**src/snkt_pkg.sv**
```systemverilog
// shared types and constants for the sorted node key table
package snkt_pkg;

   localparam int CAPACITY = 8;
   localparam int IDX_W    = $clog2(CAPACITY);
   localparam int CNT_W    = $clog2(CAPACITY + 1);
   localparam int KEY_W    = 31;
   localparam int VAL_W    = 32;
   localparam int POS_W    = 3;
   localparam int FUNC_W   = 2;
   localparam int STAT_W   = 2;
   localparam int RIDX_W   = 4;
   localparam int ECNT_W   = 4;

   localparam int REQ_DATA_W = 72;
   localparam int RSP_DATA_W = 48;

   localparam int REQ_KEY_LSB   = 0;
   localparam int REQ_VAL_LSB   = REQ_KEY_LSB + KEY_W;
   localparam int REQ_POS_LSB   = REQ_VAL_LSB + VAL_W;
   localparam int REQ_USED_W    = REQ_POS_LSB + POS_W;

   localparam int RSP_IDX_LSB   = 0;
   localparam int RSP_VAL_LSB   = RSP_IDX_LSB + RIDX_W;
   localparam int RSP_CNT_LSB   = RSP_VAL_LSB + VAL_W;
   localparam int RSP_FULL_BIT  = RSP_CNT_LSB + ECNT_W;
   localparam int RSP_USED_W    = RSP_FULL_BIT + 1;

   typedef enum logic [FUNC_W-1:0] {
      FUNC_INSERT = 2'd0,
      FUNC_ROUTE  = 2'd1,
      FUNC_FIND   = 2'd2,
      FUNC_REMOVE = 2'd3
   } func_type;

   typedef enum logic [STAT_W-1:0] {
      STATUS_OK        = 2'd0,
      STATUS_FULL      = 2'd1,
      STATUS_NOT_FOUND = 2'd2,
      STATUS_BAD_INDEX = 2'd3
   } status_type;

   typedef enum logic [2:0] {
      ST_IDLE,
      ST_SCAN,
      ST_FIND,
      ST_SHIFT_UP,
      ST_SHIFT_DOWN,
      ST_DONE
   } state_type;

   typedef struct packed {
      logic             en;
      logic [IDX_W-1:0] idx;
      logic [KEY_W-1:0] key;
      logic [VAL_W-1:0] value;
   } store_wr_type;

endpackage

```
**src/snkt_store.sv**
```systemverilog
// key and value entry store with one write port and one read port
module snkt_store (
   input  logic                        clock,
   input  snkt_pkg::store_wr_type      wr,
   input  logic [snkt_pkg::IDX_W-1:0]  rd_idx,
   output logic [snkt_pkg::KEY_W-1:0]  rd_key,
   output logic [snkt_pkg::VAL_W-1:0]  rd_value
);
   import snkt_pkg::*;

   logic [KEY_W-1:0] key_mem_ff [CAPACITY];
   logic [VAL_W-1:0] val_mem_ff [CAPACITY];

   always_ff @(posedge clock) begin
      if (wr.en) begin
         key_mem_ff[wr.idx] <= wr.key;
         val_mem_ff[wr.idx] <= wr.value;
      end
   end

   assign rd_key   = key_mem_ff[rd_idx];
   assign rd_value = val_mem_ff[rd_idx];

endmodule

```
**src/sorted_node_key_table.sv**
```systemverilog
// sorted node key table: one b-tree node with insert, route, find and remove-at
//
// Usage:
//   req_ channel carries one operation per transaction; req_tuser holds the
//   operation code, req_tdata the key, value and position.
//   rsp_ channel returns exactly one result per operation; rsp_tuser holds the
//   status, rsp_tdata the index, found value, entry count and full flag.
//   Key compares and one store read port are stepped over the entries, one
//   entry per cycle, under a small sequencer. An insert scans for its slot,
//   shifts the later entries up and writes the new entry; a route or find
//   scans the entries; a remove shifts the later entries down from the
//   position. Rejected operations go straight to the result. Only one
//   operation is in flight; req_tready is low meanwhile and rises together
//   with rsp_tvalid when the result enters the output register.
//   The result sits in an output register, so the next operation may be
//   accepted while it waits; if the receiver stalls with rsp_tready low, the
//   following operation finishes its work and then waits for that register.
//   Synchronous reset empties the table (entry count zero) and drops any
//   pending result; the store contents themselves are not cleared.
module sorted_node_key_table (
   input  logic                            clock,
   input  logic                            reset,
   input  logic                            req_tvalid,
   output logic                            req_tready,
   // key, value, position
   input  logic [snkt_pkg::REQ_DATA_W-1:0] req_tdata,
   // func
   input  logic [snkt_pkg::FUNC_W-1:0]     req_tuser,
   output logic                            rsp_tvalid,
   input  logic                            rsp_tready,
   // result_index, found_value, entry_count, table_full
   output logic [snkt_pkg::RSP_DATA_W-1:0] rsp_tdata,
   // status
   output logic [snkt_pkg::STAT_W-1:0]     rsp_tuser
);
   import snkt_pkg::*;

   state_type         state_ff, state_in;
   func_type          func_ff, func_in;
   logic [KEY_W-1:0]  key_ff, key_in;
   logic [VAL_W-1:0]  val_ff, val_in;
   logic [CNT_W-1:0]  count_ff, count_in;
   logic [CNT_W-1:0]  idx_ff, idx_in;
   logic [CNT_W-1:0]  slot_ff, slot_in;
   status_type        res_status_ff, res_status_in;
   logic [RIDX_W-1:0] res_index_ff, res_index_in;
   logic [VAL_W-1:0]  res_value_ff, res_value_in;

   logic              rsp_valid_ff, rsp_valid_in;
   status_type        rsp_status_ff, rsp_status_in;
   logic [RIDX_W-1:0] rsp_index_ff, rsp_index_in;
   logic [VAL_W-1:0]  rsp_value_ff, rsp_value_in;
   logic [ECNT_W-1:0] rsp_count_ff, rsp_count_in;
   logic              rsp_full_ff, rsp_full_in;

   store_wr_type      wr;
   logic [IDX_W-1:0]  rd_idx;
   logic [KEY_W-1:0]  rd_key;
   logic [VAL_W-1:0]  rd_value;

   logic              req_fire;
   func_type          req_func;
   logic [KEY_W-1:0]  req_key;
   logic [VAL_W-1:0]  req_value;
   logic [CNT_W-1:0]  req_pos;
   logic [CNT_W-1:0]  idx_next;

   snkt_store u_store (
      .clock    (clock),
      .wr       (wr),
      .rd_idx   (rd_idx),
      .rd_key   (rd_key),
      .rd_value (rd_value)
   );

   assign req_tready = (state_ff == ST_IDLE);
   assign req_fire   = req_tvalid && req_tready;
   assign req_func   = func_type'(req_tuser);
   assign req_key    = req_tdata[REQ_KEY_LSB +: KEY_W];
   assign req_value  = req_tdata[REQ_VAL_LSB +: VAL_W];
   assign req_pos    = CNT_W'(req_tdata[REQ_POS_LSB +: POS_W]);
   assign idx_next   = idx_ff + CNT_W'(1);

   always_ff @(posedge clock) begin
      if (reset) begin
         state_ff     <= ST_IDLE;
         count_ff     <= '0;
         rsp_valid_ff <= 1'b0;
      end else begin
         state_ff     <= state_in;
         count_ff     <= count_in;
         rsp_valid_ff <= rsp_valid_in;
      end
   end

   always_ff @(posedge clock) begin
      func_ff       <= func_in;
      key_ff        <= key_in;
      val_ff        <= val_in;
      idx_ff        <= idx_in;
      slot_ff       <= slot_in;
      res_status_ff <= res_status_in;
      res_index_ff  <= res_index_in;
      res_value_ff  <= res_value_in;
      rsp_status_ff <= rsp_status_in;
      rsp_index_ff  <= rsp_index_in;
      rsp_value_ff  <= rsp_value_in;
      rsp_count_ff  <= rsp_count_in;
      rsp_full_ff   <= rsp_full_in;
   end

   always_comb begin
      state_in      = state_ff;
      func_in       = func_ff;
      key_in        = key_ff;
      val_in        = val_ff;
      count_in      = count_ff;
      idx_in        = idx_ff;
      slot_in       = slot_ff;
      res_status_in = res_status_ff;
      res_index_in  = res_index_ff;
      res_value_in  = res_value_ff;
      rsp_valid_in  = rsp_valid_ff && !rsp_tready;
      rsp_status_in = rsp_status_ff;
      rsp_index_in  = rsp_index_ff;
      rsp_value_in  = rsp_value_ff;
      rsp_count_in  = rsp_count_ff;
      rsp_full_in   = rsp_full_ff;
      rd_idx        = idx_ff[IDX_W-1:0];
      wr            = '0;

      case (state_ff)
         ST_IDLE: begin
            if (req_fire) begin
               func_in       = req_func;
               key_in        = req_key;
               val_in        = req_value;
               idx_in        = '0;
               res_index_in  = '0;
               res_value_in  = '0;
               res_status_in = STATUS_OK;
               case (req_func)
                  FUNC_INSERT: begin
                     if (count_ff == CNT_W'(CAPACITY)) begin
                        res_status_in = STATUS_FULL;
                        state_in      = ST_DONE;
                     end else begin
                        state_in = ST_SCAN;
                     end
                  end
                  FUNC_ROUTE: begin
                     if (count_ff == '0) begin
                        res_status_in = STATUS_NOT_FOUND;
                        state_in      = ST_DONE;
                     end else begin
                        state_in = ST_SCAN;
                     end
                  end
                  FUNC_FIND: begin
                     if (count_ff == '0) begin
                        res_status_in = STATUS_NOT_FOUND;
                        state_in      = ST_DONE;
                     end else begin
                        state_in = ST_FIND;
                     end
                  end
                  default: begin
                     if (req_pos >= count_ff) begin
                        res_status_in = STATUS_BAD_INDEX;
                        state_in      = ST_DONE;
                     end else begin
                        idx_in   = req_pos;
                        state_in = ST_SHIFT_DOWN;
                     end
                  end
               endcase
            end
         end
         ST_SCAN: begin
            if (idx_ff < count_ff && rd_key <= key_ff) begin
               idx_in = idx_next;
            end else if (func_ff == FUNC_INSERT) begin
               slot_in  = idx_ff;
               idx_in   = count_ff;
               state_in = ST_SHIFT_UP;
            end else begin
               res_index_in = RIDX_W'(idx_ff);
               state_in     = ST_DONE;
            end
         end
         ST_SHIFT_UP: begin
            if (idx_ff > slot_ff) begin
               rd_idx   = IDX_W'(idx_ff - CNT_W'(1));
               wr.en    = 1'b1;
               wr.idx   = idx_ff[IDX_W-1:0];
               wr.key   = rd_key;
               wr.value = rd_value;
               idx_in   = idx_ff - CNT_W'(1);
            end else begin
               wr.en        = 1'b1;
               wr.idx       = slot_ff[IDX_W-1:0];
               wr.key       = key_ff;
               wr.value     = val_ff;
               count_in     = count_ff + CNT_W'(1);
               res_index_in = RIDX_W'(slot_ff + CNT_W'(1));
               state_in     = ST_DONE;
            end
         end
         ST_FIND: begin
            if (idx_ff >= count_ff) begin
               res_status_in = STATUS_NOT_FOUND;
               state_in      = ST_DONE;
            end else if (rd_key == key_ff) begin
               res_index_in = RIDX_W'(idx_ff);
               res_value_in = rd_value;
               state_in     = ST_DONE;
            end else begin
               idx_in = idx_next;
            end
         end
         ST_SHIFT_DOWN: begin
            if (idx_next < count_ff) begin
               rd_idx   = idx_next[IDX_W-1:0];
               wr.en    = 1'b1;
               wr.idx   = idx_ff[IDX_W-1:0];
               wr.key   = rd_key;
               wr.value = rd_value;
               idx_in   = idx_next;
            end else begin
               count_in = count_ff - CNT_W'(1);
               state_in = ST_DONE;
            end
         end
         ST_DONE: begin
            if (!rsp_valid_ff || rsp_tready) begin
               rsp_valid_in  = 1'b1;
               rsp_status_in = res_status_ff;
               rsp_index_in  = res_index_ff;
               rsp_value_in  = res_value_ff;
               rsp_count_in  = ECNT_W'(count_ff);
               rsp_full_in   = (count_ff == CNT_W'(CAPACITY));
               state_in      = ST_IDLE;
            end
         end
         default: begin
            state_in = ST_IDLE;
         end
      endcase
   end

   assign rsp_tvalid = rsp_valid_ff;
   assign rsp_tuser  = rsp_status_ff;
   assign rsp_tdata  = {{(RSP_DATA_W-RSP_USED_W){1'b0}}, rsp_full_ff, rsp_count_ff,
                        rsp_value_ff, rsp_index_ff};

endmodule

```
**config.mk**
```make
export PLATFORM = sky130hd
export DESIGN_NAME = sorted_node_key_table
export DESIGN_NICKNAME = d
export VERILOG_FILES = /design/src/snkt_pkg.sv /design/src/snkt_store.sv /design/src/sorted_node_key_table.sv
export SDC_FILE = /design/constraint.sdc
export NUM_CORES = 1
export LEC_CHECK = 0
export BUFFER_PORTS_ARGS = -buffer_cell sky130_fd_sc_hd__buf_2
export CAP_MARGIN = 0
export CORE_MARGIN = 5
export CORE_UTILIZATION = 30
export CTS_CLUSTER_DIAMETER = 50
export DETAILED_ROUTE_END_ITERATION = 8
export PLACE_DENSITY_LB_ADDON = 0.3
export SLEW_MARGIN = 20
export SYNTH_ARGS = -nofsm -noshare
export SYNTH_HDL_FRONTEND = slang
export SYNTH_SLANG_ARGS = --single-unit
```
**constraint.sdc**
```tcl
create_clock -name clock -period 16.2 [get_ports clock]
set_input_delay 3.24 -clock clock [delete_from_list [all_inputs] [get_ports clock]]
set_output_delay 3.24 -clock clock [all_outputs]
set_load 0.01 [all_outputs]
```
**Word level (Yosys, flattened, before mapping)**

Memory sizes are Yosys's and may differ from the RTL's.
Index checks and enable logic that the tools add are counted.
W data, S select, Z words.

- Memories: 2
- Flip-flop bits (word level): 162
- Bits of input ports: 78
- RAM bits: 504

- Magnitude comparators: 6
- Bitwise operators: 1
- Eq/ne operators: 23
- Multiplexer cells: 55
- Add/sub/neg operators: 5
- Reduce and logical (&&, ||, !) cells: 25

Memories:

| memory | words | bits a word | read ports | clocked after Yosys merged registers in | wr ports | line | source |
|---|---|---|---|---|---|---|---|
| u_store.val_mem_ff | 8 | 32 | 1 | 0 | 1 | snkt_store.sv:12 | `logic [VAL_W-1:0] val_mem_ff [CAPACITY];` |
| u_store.key_mem_ff | 8 | 31 | 1 | 0 | 1 | snkt_store.sv:11 | `logic [KEY_W-1:0] key_mem_ff [CAPACITY];` |

Operator list:

| operator | number |
|---|---|
| $pmux W67 S2 | 1 |
| $mux W32 | 3 |
| $mux W67 | 1 |
| $mux W66 | 1 |
| $pmux W32 S2 | 1 |
| $mux W4 | 15 |
| $mux W3 | 15 |
| $eq A31 B31 Y1 | 1 |
| $le A31 B31 Y1 | 1 |
| $ne A2 B2 Y1 const B | 11 |
| $pmux W4 S5 | 1 |
| $pmux W3 S6 | 1 |
| $pmux W4 S4 | 1 |
| $reduce_and A7 Y1 | 2 |
| $add A4 B1 Y4 const B | 3 |
| $pmux W3 S3 | 1 |
| $reduce_and A3 Y1 | 3 |
| $lt A4 B4 Y1 | 2 |
| $mux W2 | 4 |
| $pmux W2 S2 | 2 |
| $pmux W4 S2 | 1 |
| $sub A4 B1 Y4 const B | 2 |
| $eq A3 B2 Y1 const B | 2 |
| $eq A3 B3 Y1 const B | 2 |
| other kinds (26) | 38 |

**Depth between registers and ports, before layout**

Gate-level depths: netlist (run 1).
An unclocked memory read counts as a cell.

- Depth in word-level cells: 9
- Mapped depth: 23
- Mapped depth without buffers: 20

**Hierarchy**

A second synthesis (run 1) with hierarchy kept.

- Cell total of the unflattened synthesis: 1383
- Area, all modules: 27076.0 um2

By module, submodules not included:

| module | cells an instance | sequential area each (um2) | area each (um2) | times used |
|---|---|---|---|---|
| snkt_store | 741 | 15134.5 | 18979.5 | 1 |
| sorted_node_key_table | 642 | 4784.6 | 8096.5 | 1 |

**Worst setup path after synthesis (run 1)**

Ideal clock, no wire load.

- Path type: reg-to-reg
- Start: register idx_ff[1]
- End: register res_value_ff[0], enable pin
- Data arrival time: 9.604 ns
- Setup time: 0.595 ns
- Cell stages (with the launch flop): 21
- Period minus slack after synthesis: 10.200 ns
- Setup slack: 6.000 ns
- Required time: 15.605 ns
- Path buffers: 4
- Cells stage by stage: edfxtp_1 > clkbuf_1 > inv_1 > ha_1 > ha_1 > nor2b_1 > o31a_1 > nor2_1 > ha_1 > nand2_1 > o211ai_1 > buf_4 > buf_4 > buf_2 > mux2i_1 > mux2_2 > ha_1 > nand4_1 > nor4_1 > nand3_1 > a2111oi_0

- Cells in the longest elaborated chain, start to end: 8

Ends and longest elaborated chain:

| element | line | source |
|---|---|---|
| from (decl) | sorted_node_key_table.sv:43 | `logic [CNT_W-1:0] idx_ff, idx_in;` |
| from (signal assigned) | sorted_node_key_table.sv:100 | `idx_ff <= idx_in;` |
| $add A4 B1 Y4 | sorted_node_key_table.sv:82 | `assign idx_next = idx_ff + CNT_W'(1);` |
| $lt A4 B4 Y1 | sorted_node_key_table.sv:222 | `if (idx_next < count_ff) begin` |
| $mux W3 | sorted_node_key_table.sv:222 |  |
| $pmux W3 S2 | sorted_node_key_table.sv:132 | `case (state_ff)` |
| $mem_v2 Z8 W31 | n/a |  |
| $eq A31 B31 Y1 | sorted_node_key_table.sv:213 | `end else if (rd_key == key_ff) begin` |
| $ne A2 B2 Y1 (no line) | n/a |  |
| $reduce_and A4 Y1 (no line) (*) | n/a |  |
| to (signal assigned) | sorted_node_key_table.sv:104 | `res_value_ff <= res_value_in;` |
| to (decl) | sorted_node_key_table.sv:47 | `logic [VAL_W-1:0] res_value_ff, res_value_in;` |

Every way passes the cells marked *; elsewhere a longest branch is shown, timed or not.
A chain may end at the register's enable or synchronous reset.

**Worst setup path in the final report (run 1)**

- Start: register idx_ff[0]
- End: register idx_ff[1], enable pin

- Cells in the longest elaborated chain, start to end: 9

Ends and longest elaborated chain:

| element | line | source |
|---|---|---|
| $add A4 B1 Y4 | sorted_node_key_table.sv:82 |  |
| $lt A4 B4 Y1 | sorted_node_key_table.sv:222 |  |
| $mux W3 | sorted_node_key_table.sv:222 |  |
| $pmux W3 S2 | sorted_node_key_table.sv:132 |  |
| $mem_v2 Z8 W31 | n/a |  |
| $le A31 B31 Y1 | sorted_node_key_table.sv:180 | `if (idx_ff < count_ff && rd_key <= key_ff) begin` |
| $logic_and A1 B1 Y1 | sorted_node_key_table.sv:180 |  |
| $ne A3 B3 Y1 (no line) | n/a |  |
| $reduce_and A7 Y1 (no line) (*) | n/a |  |

Marks and branches as above.

==> results of run 1 <==
synthesized netlist by cell type, types with 6 or more instances:
cell	instances	share of area [%]
nand3_1	13	0.23
a21oi_1	31	0.54
o211ai_1	7	0.18
nor2_1	41	0.54
ha_1	56	2.4
a32o_1	32	1.1
nor2b_1	9	0.20
mux2_2	31	1.2
mux2i_1	346	12
a21o_1	39	1.0
buf_1	6	0.079
dfxtp_1	8	0.56
o21a_1	6	0.16
a221o_1	31	1.1
o221ai_1	34	1.0
xnor2_1	7	0.21
buf_6	12	0.47
buf_4	16	0.42
o21ai_0	12	0.21
o22ai_1	32	0.70
a31oi_1	7	0.15
nand2_1	119	1.6
nor3_1	13	0.23
buf_2	31	0.54
and3_1	7	0.15
nand4_1	7	0.15
clkbuf_1	39	0.51
inv_1	49	0.64
edfxtp_1	658	69
power groups by stage:
stage          sequential [W]  clock, W  combinational (W)
4_1_cts               0.00233   0.00205            0.00263
3_3_place_gp          0.00236         0            0.00257
2_1_floorplan         0.00233         0            0.00204
6_report              0.00233   0.00200            0.00261
3_5_place_dp          0.00236         0            0.00262
5_1_grt               0.00234   0.00212            0.00285
layer usage:
metal	vias to the layer above	share of wire [%]
met3	139	5.0
met2	508	48
li1	7351	-
met5	-	0
met1	8240	44
met4	0	2.9
cell families (layout without fill, tap and decap cells):
| family | Yosys count | in the layout | share of synthesized area [%] |
|---|---|---|---|
| mux | 377 | 377 | 13.3 |
| simple gates | 238 | 238 | 3.74 |
| other cells | 1 | 7 | 0.0131 |
| buf+inv | 155 | 361 | 2.71 |
| fa+ha+maj | 57 | 57 | 2.52 |
| flops | 666 | 666 | 69.6 |
| compound gates | 279 | 279 | 7.71 |
| xor+xnor | 11 | 11 | 0.363 |
area by class of cell:
class	instances	area (um2)
fillers	8916	61200
flip-flops and latches	666	19900
multi-input cells	969	8060
clock buffers	102	2300
well taps	1265	1580
repair buffers	146	818
clock inverters	63	778
inverters	50	188
state kept, by name (all words and copies together), names as in the netlist, 2 cells and up:
name and flops:
count_ff 4, func_ff 2, idx_ff 4, key_ff 31
res_index_ff 4, res_status_ff 2, res_value_ff 32, rsp_count_ff 4
rsp_index_ff 4, rsp_tuser 2, rsp_value_ff 32, slot_ff 4
state_ff 3, u_store.key_mem_ff 248, u_store.val_mem_ff 256, val_ff 32
per-stage QoR:
stage          area, um2  utilization, %  hold WS (ns)  power, W
2_1_floorplan      28600               -         0.400   0.00437
3_3_place_gp       30600            32.2         0.401   0.00492
3_5_place_dp       30600            32.2         0.405   0.00498
4_1_cts            33600            35.5         0.419   0.00701
5_1_grt            33600            35.5         0.422   0.00731
6_report           33600            35.5         0.417   0.00693
how the worst max path moves through the flow:
stage,from,to,slack [ns],cells after the start
2_1_floorplan,idx_ff[1]$_DFFE_PP_,res_value_ff[0]$_SDFFCE_PN0P_,6.00,20
6_report,idx_ff[0]$_DFFE_PP_,idx_ff[1]$_DFFE_PP_,7.61,21
3_3_place_gp,idx_ff[0]$_DFFE_PP_,idx_ff[0]$_DFFE_PP_,7.85,21
3_5_place_dp,idx_ff[0]$_DFFE_PP_,idx_ff[1]$_DFFE_PP_,7.73,21
5_1_grt,idx_ff[0]$_DFFE_PP_,idx_ff[1]$_DFFE_PP_,7.03,21
4_1_cts,idx_ff[0]$_DFFE_PP_,idx_ff[0]$_DFFE_PP_,7.71,21
critical path, delay by kind of cell (launching register included):
kind | cells | cell delay (ns)
AOI/OAI and AO/OA | 4 | 1.23
adders and majority gates | 4 | 1.43
buffers and inverters | 3 | 1.40
DFF | 1 | 0.71
muxes | 3 | 0.73
and+or+nand+nor | 7 | 2.65
==> results by group, run 1 <==
Run status
  • Status: finished clean

Power
  • Sw power: 0.00246 W
  • Clock share of power: 28.8%
  • Combinational power share: 37.6%
  • Peak VDD IR: 212 uV
  • Net Sw Frac: 35.4%
  • Pleak: 12.3 nW
  • Internal power: 0.00447 W
  • Sequential share of power: 33.6%
  • Power density cells: 206 nW/um2

Synthesis
  • Synth Cell Area: 28600 um2
  • Seq/Total Area, Yosys: 69.6%
  • Ys async rst share: 0%
  • Avg Cell Area, Syn: 16.0 um2
  • EDFF count, synth: 658
  • Top FF cell, synth: edfxtp_1
  • YS warnings: 0
  • Register bit total from synthesis: 666
  • Number of library cell types mapped by synthesis: 73
  • Gate Count Post-Synth: 1784

Setup path
  • FF-to-FF End: idx_ff[1]$_DFFE_PP_
  • Critical path endpoint category: flop
  • CP Max Fanout: 54
  • Cell mode on critical path: ha_1
  • Flop-to-flop setup slack: 7.61 ns
  • Critical-path cell list: inv_1, ha_1, ha_1, nor2b_1, o31a_1, nor2_1, ha_1, nand2_1, o211ai_1, buf_4, buf_4, mux2i_1, mux2i_1, mux2_2, ha_1, nand4_1, nor4_1, nand3_1, a31oi_1, a311oi_1, nor4_1
  • Source of the worst register-to-register timing path: idx_ff[0]$_DFFE_PP_
  • Worst path max stage delay: 0.92 ns
  • Crit path kind: reg2reg
  • CP required: 16.48 ns
  • R2r worst-path depth: 21
  • Worst EP arrival: 8.88 ns
  • Slowest CP cell: nor4_1
  • Startpoint types: flop

Clocking
  • Setup Fix Bufs, Post-CTS: 0
  • Clk slew on worst S/H paths: 0.06 ns
  • Post-CTS Resized: 0
  • CTS root buffer: clkbuf_16
  • Hold buffer count at CTS: 0
  • Clk Latency, worst-skew pair: 0.65 ns
  • CTS Buf Count: 89
  • H-Tree Depth: 3
  • Clock Path Buffers: 3
  • CTS tree: built
  • Total clock sinks: 666

Floorplanning
  • Initial core utilization: 30.2%
  • Die Ht: 319 um
  • Core Area: 94900 um2
  • Rows: 113
  • Chip Width: 319 um
  • Boundary Pins: 130
  • Die area: 102000 um2

GRT
  • GRT busiest layer: met2
  • GR Layer Usage met3: 2.45%
  • First-pass GRT wire length: 105 mm
  • Met2 usage in global routing: 22.4%
  • Largest net degree at the start of global routing: 128
  • Antenna violations before repair: 2
  • Grt met1 use: 17.7%
  • Total track usage: 13.4%
  • Vias in the first global route: 17000
  • GRT Residual Overflow: 0

Placement
  • Placed cell count: 3096
  • Setup slack after placement: 7.73 ns
  • PortBufs: 116
  • DP HPWL: 38.1 mm
  • GPL Wtd Cong: 0.791

STA
  • Hold Violations, Final: 0
  • Fin Setup TNS: 0 ns
  • Max-slew violation count: 0
  • Worst Skew: 0.0286 ns
  • Final period util: 53.0%
  • Setup violations, final: 0
  • Fin crit period: 8.59 ns
  • Worst Max-Slew Pin Slew: 1.11 ns
  • FMAX: 116 MHz
  • Worst setup margin: 7.61 ns
  • Max_slew headroom: 25.9%
  • RSZ-0062 raised after global routing: no

Route
  • Drt pass-1 iters: 5
  • Vias/cell: 4.98
  • Vias: 16200
  • # DRC: 0
  • Routed wire length: 70.6 mm
  • Wire length per cell: 21.6 um
  • Initial DRC Count: 1262
  • Final antenna-violating net count: 0

Final layout
  • Nets: 2057
  • Commonest cells after routing, fill and taps aside: 658 x edfxtp_1, 346 x mux2i_1, 119 x nand2_1
  • Layout area overhead: 17.6%
  • Diode count: 0
  • Non-filler cells, final: 3261
  • Most common cell after layout, fill and taps aside: edfxtp_1
  • Share of cells above drive strength 1: 17.7%

Min path
  • WHS Endpoint: rsp_value_ff[26]$_DFFE_PP_
  • Hold crit path type: reg2reg
  • Hold Crit Depth: 0
  • Min-Delay Startpoint: res_value_ff[26]$_SDFFCE_PN0P_

Job
  • Max cap viols: 0
Power figures use the tool's default switching activity.
==> run 2, diff against run 1 <==
- clock period: 16.2 -> 8.6 ns (I/O delays scaled with it)
==> run 2 against run 1 <==
Compared with the run above: clock-buffer cell count down 4; critical endpoint is now res_index_ff[1]$_DFFE_PP_; clock power up 78%; critical path type unchanged; critical path depth up 1; clock skew up 0.0087 ns; wire length up 0.44%.
==> results by group, run 2 (synthesis gave the netlist of run 1 again) <==
GRT
  • Antenna violations before repair: 4
  • Largest net degree at the start of global routing: 98
  • GR Layer Usage met3: 2.40%
  • GRT Residual Overflow: 0
  • GRT busiest layer: met2
  • Vias in the first global route: 17000
  • First-pass GRT wire length: 106 mm
  • Total track usage: 13.5%
  • Grt met1 use: 17.7%
  • Met2 usage in global routing: 23.1%

Placement
  • PortBufs: 116
  • DP HPWL: 39.6 mm
  • Area of placed instances: 30700 um2
  • GPL Wtd Cong: 0.810

Clocking
  • CTS tree: built
  • CTS root buffer: clkbuf_16
  • Total clock sinks: 666
  • Clk slew on worst S/H paths: 0.06 ns
  • Post-CTS Resized: 0
  • H-Tree Depth: 3
  • CTS Buf Count: 85
  • Setup Fix Bufs, Post-CTS: 0
  • Clock Path Buffers: 3
  • Hold buffer count at CTS: 0
  • Clk Latency, worst-skew pair: 0.66 ns

Route
  • Drt pass-1 iters: 5
  • Routed wire length: 70.9 mm
  • Vias: 16200
  • Initial DRC Count: 1121
  • Final antenna-violating net count: 0
  • Vias/cell: 4.98
  • # DRC: 0
  • Wire length per cell: 21.7 um

Power
  • Power density cells: 384 nW/um2
  • Peak VDD IR: 313 uV
  • Sw power: 0.00457 W
  • Net Sw Frac: 35.4%
  • Clock share of power: 27.6%
  • Internal power: 0.00833 W
  • Combinational power share: 38.5%
  • Sequential share of power: 33.9%
  • Pleak: 12.3 nW

Setup path
  • CP required: 8.89 ns
  • CP Max Fanout: 97
  • Crit path kind: reg2reg
  • Startpoint types: flop
  • Worst EP arrival: 7.68 ns
  • Critical path endpoint category: flop

STA
  • Setup violations, final: 0
  • Max-slew violation count: 0
  • Worst Skew: 0.0373 ns
  • Max_slew headroom: 26.5%
  • Worst Max-Slew Pin Slew: 1.10 ns
  • Hold Violations, Final: 0
  • Fin crit period: 7.40 ns
  • Final period util: 86.0%
  • Fin Setup TNS: 0 ns
  • FMAX: 135 MHz
  • RSZ-0062 raised after global routing: no

Job
  • Max cap viols: 0

Min path
  • Hold crit path type: reg2reg

Floorplanning
  • Boundary Pins: 130
  • Die Ht: 319 um
  • Rows: 113
  • Chip Width: 319 um
  • Core Area: 94900 um2
  • Initial core utilization: 30.2%
  • Die area: 102000 um2

Final layout
  • Share of cells above drive strength 1: 17.3%
  • Top reg by flops: u_store.val_mem_ff
  • Layout area overhead: 17.5%
  • Nets: 2065
  • Number of flip-flops in the largest register: 256
  • Most common cell after layout, fill and taps aside: edfxtp_1
  • Largest registers: u_store.val_mem_ff (256), u_store.key_mem_ff (248)
  • Final instance area: 33600 um2
  • Commonest cells after routing, fill and taps aside: 658 x edfxtp_1, 346 x mux2i_1, 119 x nand2_1

Run status
  • Status: finished clean
[run 2: cell count changes in the layout (fill, tap and decap cells not counted), moves of 2 or more]
| cell | change |
|---|---|
| clkinv_1 | +7 |
| buf_12 | +3 |
| clkbuf_16 | -3 |
| clkbuf_8 | -2 |
| clkinvlp_4 | -4 |
| diode_2 | +2 |
| buf_4 | +8 |
| clkinv_4 | +4 |
| clkinv_2 | -7 |
| inv_8 | -3 |
| inv_6 | -4 |
[run 2: power groups by stage]
stage	combinational, W	clock, W	sequential [W]
floorplan	0.00385	0	0.00437
global placement	0.00487	0	0.00443
detailed placement	0.00498	0	0.00444
CTS	0.00500	0.00366	0.00438
global route	0.00541	0.00379	0.00440
finish	0.00496	0.00357	0.00437
[run 2: path summary, 6_finish.rpt]
path / from / to / slack (ns) / cells after the start
setup / recovery: idx_ff[0]$_DFFE_PP_ / res_index_ff[1]$_DFFE_PP_ / 1.20 / 22
hold / removal: res_status_ff[1]$_SDFFCE_PP1P_ / rsp_tuser[1]$_DFFE_PP_ / 0.40 / 0
setup reg to reg: idx_ff[0]$_DFFE_PP_ / res_index_ff[1]$_DFFE_PP_ / 1.20 / 22
hold reg to reg: res_status_ff[1]$_SDFFCE_PP1P_ / rsp_tuser[1]$_DFFE_PP_ / 0.40 / 0
[run 2: per-layer routing]
| metal | vias up | share of wire (%) |
|---|---|---|
| met3 | 137 | 4.6 |
| met5 | - | 0 |
| li1 | 7361 | - |
| met1 | 8316 | 44 |
| met4 | 0 | 2.7 |
| met2 | 432 | 49 |
[run 2: per-stage QoR]
| step | total power, W | instances | setup slack, ns | hold WS, ns | util [%] |
|---|---|---|---|---|---|
| after floorplan | 0.00822 | 1790 | 1.21 | 0.400 | - |
| after global placement | 0.00931 | 3107 | 1.32 | 0.403 | 32.4 |
| after detailed placement | 0.00942 | 3107 | 1.21 | 0.405 | 32.4 |
| after CTS | 0.0130 | 3260 | 1.20 | 0.402 | 35.4 |
| after global routing | 0.0136 | 3261 | 0.707 | 0.418 | 35.4 |
| final | 0.0129 | 3263 | 1.20 | 0.404 | 35.4 |
[run 2: cell type report]
type                            instances  area [um2]
Sequential cell                       666       19900
Clock inverter                         55         672
Clock buffer                           98        2200
Antenna cell                            2        5.00
Tap cell                             1265        1580
Fill cell                            8977       61300
Inverter                               50         188
Multi-Input combinational cell        969        8080
Timing Repair Buffer                  158         966
[run 2: critical path, cell delays in order (launching register included)]
cell and delay, ns:
edfxtp_1 0.75, inv_1 0.30, ha_1 0.52, ha_1 0.33, nor2b_1 0.17, o31a_1 0.25, nor2_1 0.10, ha_1 0.29
nand2_1 0.09, o211ai_1 0.21, buf_12 0.62, mux2i_1 0.27, mux2i_1 0.11, mux2_2 0.28, ha_1 0.30, nand4_1 0.18
o21ai_0 0.20, a31oi_1 0.07, o21ai_0 0.49, buf_4 0.23, a31oi_1 0.21, and2_0 0.31, a311oi_1 0.66
==> run 3, diff against run 2 <==
- CELL_PAD_IN_SITES_DETAIL_PLACEMENT: not set -> 0
- CELL_PAD_IN_SITES_GLOBAL_PLACEMENT: not set -> 1
- CTS_CLUSTER_SIZE: not set -> 24
- PLACE_DENSITY_LB_ADDON: 0.3 -> 0.1
==> run 3 against run 2 <==
Compared with the run above: final cell count is 1.2% higher; via count down 0.65%; wire length rose by 8.3%; worst hold slack gained 0.016 ns; critical path depth decreased by 5; clock-buffer cell count rose by 3; total power rose by 4.9%; critical endpoint is now res_index_ff[2]$_DFFE_PP_; first-iteration DRC count down 28%.
==> results by group, run 3 (synthesis gave the netlist of run 1 again) <==
Run status
  • Status: finished clean

Setup path
  • Source of the worst register-to-register timing path: idx_ff[2]$_DFFE_PP_
  • Slowest CP cell: o211ai_1
  • Crit path buf inv count: 3
  • CP Max Fanout: 33
  • Delay-heaviest family, CP: compound AO/OA/AOI/OAI gates
  • FF-to-FF End: res_index_ff[2]$_DFFE_PP_
  • R2r worst-path depth: 17
  • CP required: 8.89 ns
  • Worst EP arrival: 7.46 ns
  • Startpoint types: flop
  • Critical-path cell list: ha_1, or2_2, o311ai_1, a21boi_2, o211ai_1, buf_12, buf_4, mux2i_1, mux2i_1, mux2_2, ha_1, nand4_1, nor4_1, buf_4, o211ai_1, and2_0, a311oi_1
  • Flop-to-flop setup slack: 1.42 ns
  • Worst path max stage delay: 0.95 ns
  • Crit path kind: reg2reg
  • Cell count along the critical path: 17
  • Critical path endpoint category: flop

Final layout
  • Nets: 2090
  • Top reg by flops: u_store.val_mem_ff
  • Layout area overhead: 19.4%
  • Diode count: 0
  • Most common cell after layout, fill and taps aside: edfxtp_1
  • Fill cell count: 8971
  • Largest registers: u_store.val_mem_ff (256), u_store.key_mem_ff (248)
  • Number of flip-flops in the largest register: 256
  • Commonest cells after routing, fill and taps aside: 658 x edfxtp_1, 346 x mux2i_1, 119 x nand2_1
  • Share of cells above drive strength 1: 19.7%

GRT
  • Total track usage: 14.8%
  • Met2 usage in global routing: 25.8%
  • GR Layer Usage met3: 2.72%
  • Vias in the first global route: 16900
  • First-pass GRT wire length: 113 mm
  • Largest net degree at the start of global routing: 97
  • GRT Residual Overflow: 0
  • Grt met1 use: 19.0%
  • Antenna violations before repair: 1
  • GRT busiest layer: met2

Floorplanning
  • Boundary Pins: 130
  • Core Area: 94900 um2
  • Chip Width: 319 um
  • Die Ht: 319 um
  • Initial core utilization: 30.2%
  • Rows: 113
  • Die area: 102000 um2

Route
  • Initial DRC Count: 810
  • Routed wire length: 76.8 mm
  • Wire length per cell: 23.2 um
  • Final antenna-violating net count: 0
  • Vias: 16100
  • Drt pass-1 iters: 5
  • # DRC: 0
  • Vias/cell: 4.89

Min path
  • WHS Endpoint: rsp_value_ff[24]$_DFFE_PP_
  • Min-Delay Startpoint: res_value_ff[24]$_SDFFCE_PN0P_
  • Hold Crit Depth: 0
  • Hold crit path type: reg2reg

Clocking
  • CTS Buf Count: 97
  • CTS root buffer: clkbuf_16
  • Hold buffer count at CTS: 0
  • Clk slew on worst S/H paths: 0.05 ns
  • Setup Fix Bufs, Post-CTS: 0
  • H-Tree Depth: 3
  • CTS tree: built
  • Clk Latency, worst-skew pair: 0.66 ns
  • Total clock sinks: 666
  • Post-CTS Resized: 0
  • Clock Path Buffers: 3

Power
  • Pleak: 12.6 nW
  • Peak VDD IR: 323 uV
  • Power density cells: 396 nW/um2
  • Overall power: 0.0135 W

Placement
  • DP HPWL: 42.5 mm
  • PortBufs: 116
  • GPL Wtd Cong: 0.731

STA
  • Fin Setup TNS: 0 ns
  • Fin crit period: 7.18 ns
  • Max-slew violation count: 0
  • Worst Skew: 0.0256 ns
  • Max_slew headroom: 25.1%
  • Worst Max-Slew Pin Slew: 1.12 ns
  • Setup violations, final: 0
  • FMAX: 139 MHz
  • RSZ-0062 raised after global routing: no
  • Hold Violations, Final: 0
  • Final period util: 83.5%

Job
  • Max cap viols: 0
run 3: area by class of cell:
type                       instances  area, um2  area share [%]
clock buffer                     101       2460            7.21
inverter                          50        188           0.550
tap                             1265       1580            4.63
sequential                       666      19900            58.3
timing repair buffer             171       1030            3.02
clock inverter                    81        900            2.63
multi-input combinational        969       8070            23.6
run 3: worst max-delay path by stage:
stage,from,to
6_report,idx_ff[2]$_DFFE_PP_,res_index_ff[2]$_DFFE_PP_
2_1_floorplan,idx_ff[1]$_DFFE_PP_,u_store.key_mem_ff[0][0]$_DFFE_PP_
4_1_cts,idx_ff[1]$_DFFE_PP_,res_index_ff[2]$_DFFE_PP_
3_5_place_dp,idx_ff[1]$_DFFE_PP_,res_index_ff[0]$_DFFE_PP_
3_3_place_gp,idx_ff[1]$_DFFE_PP_,res_index_ff[0]$_DFFE_PP_
5_1_grt,idx_ff[2]$_DFFE_PP_,res_index_ff[3]$_DFFE_PP_
run 3: layer usage:
layer,vias to the layer above,routed length [um]
li1,7447,-
met1,8205,33400
met2,366,38300
met3,123,3220
met4,0,1780
met5,-,0
run 3: where the power goes:
part,internal (W),switching (W)
Clock,0.00247,0.00157
Combinational,0.00198,0.00317
Sequential,0.00420,0.000144
run 3: stage by stage:
step | worst slack (ns) | utilization [%] | cell area, um2 | hold slack (ns) | cells
5_1_grt | 0.979 | 36.0 | 34200 | 0.425 | 3303
4_1_cts | 1.32 | 36.0 | 34200 | 0.417 | 3303
2_1_floorplan | 1.21 | - | 28600 | 0.400 | 1790
3_5_place_dp | 1.35 | 32.5 | 30800 | 0.405 | 3121
6_report | 1.42 | 36.0 | 34200 | 0.419 | 3303
3_3_place_gp | 1.34 | 32.5 | 30800 | 0.401 | 3121
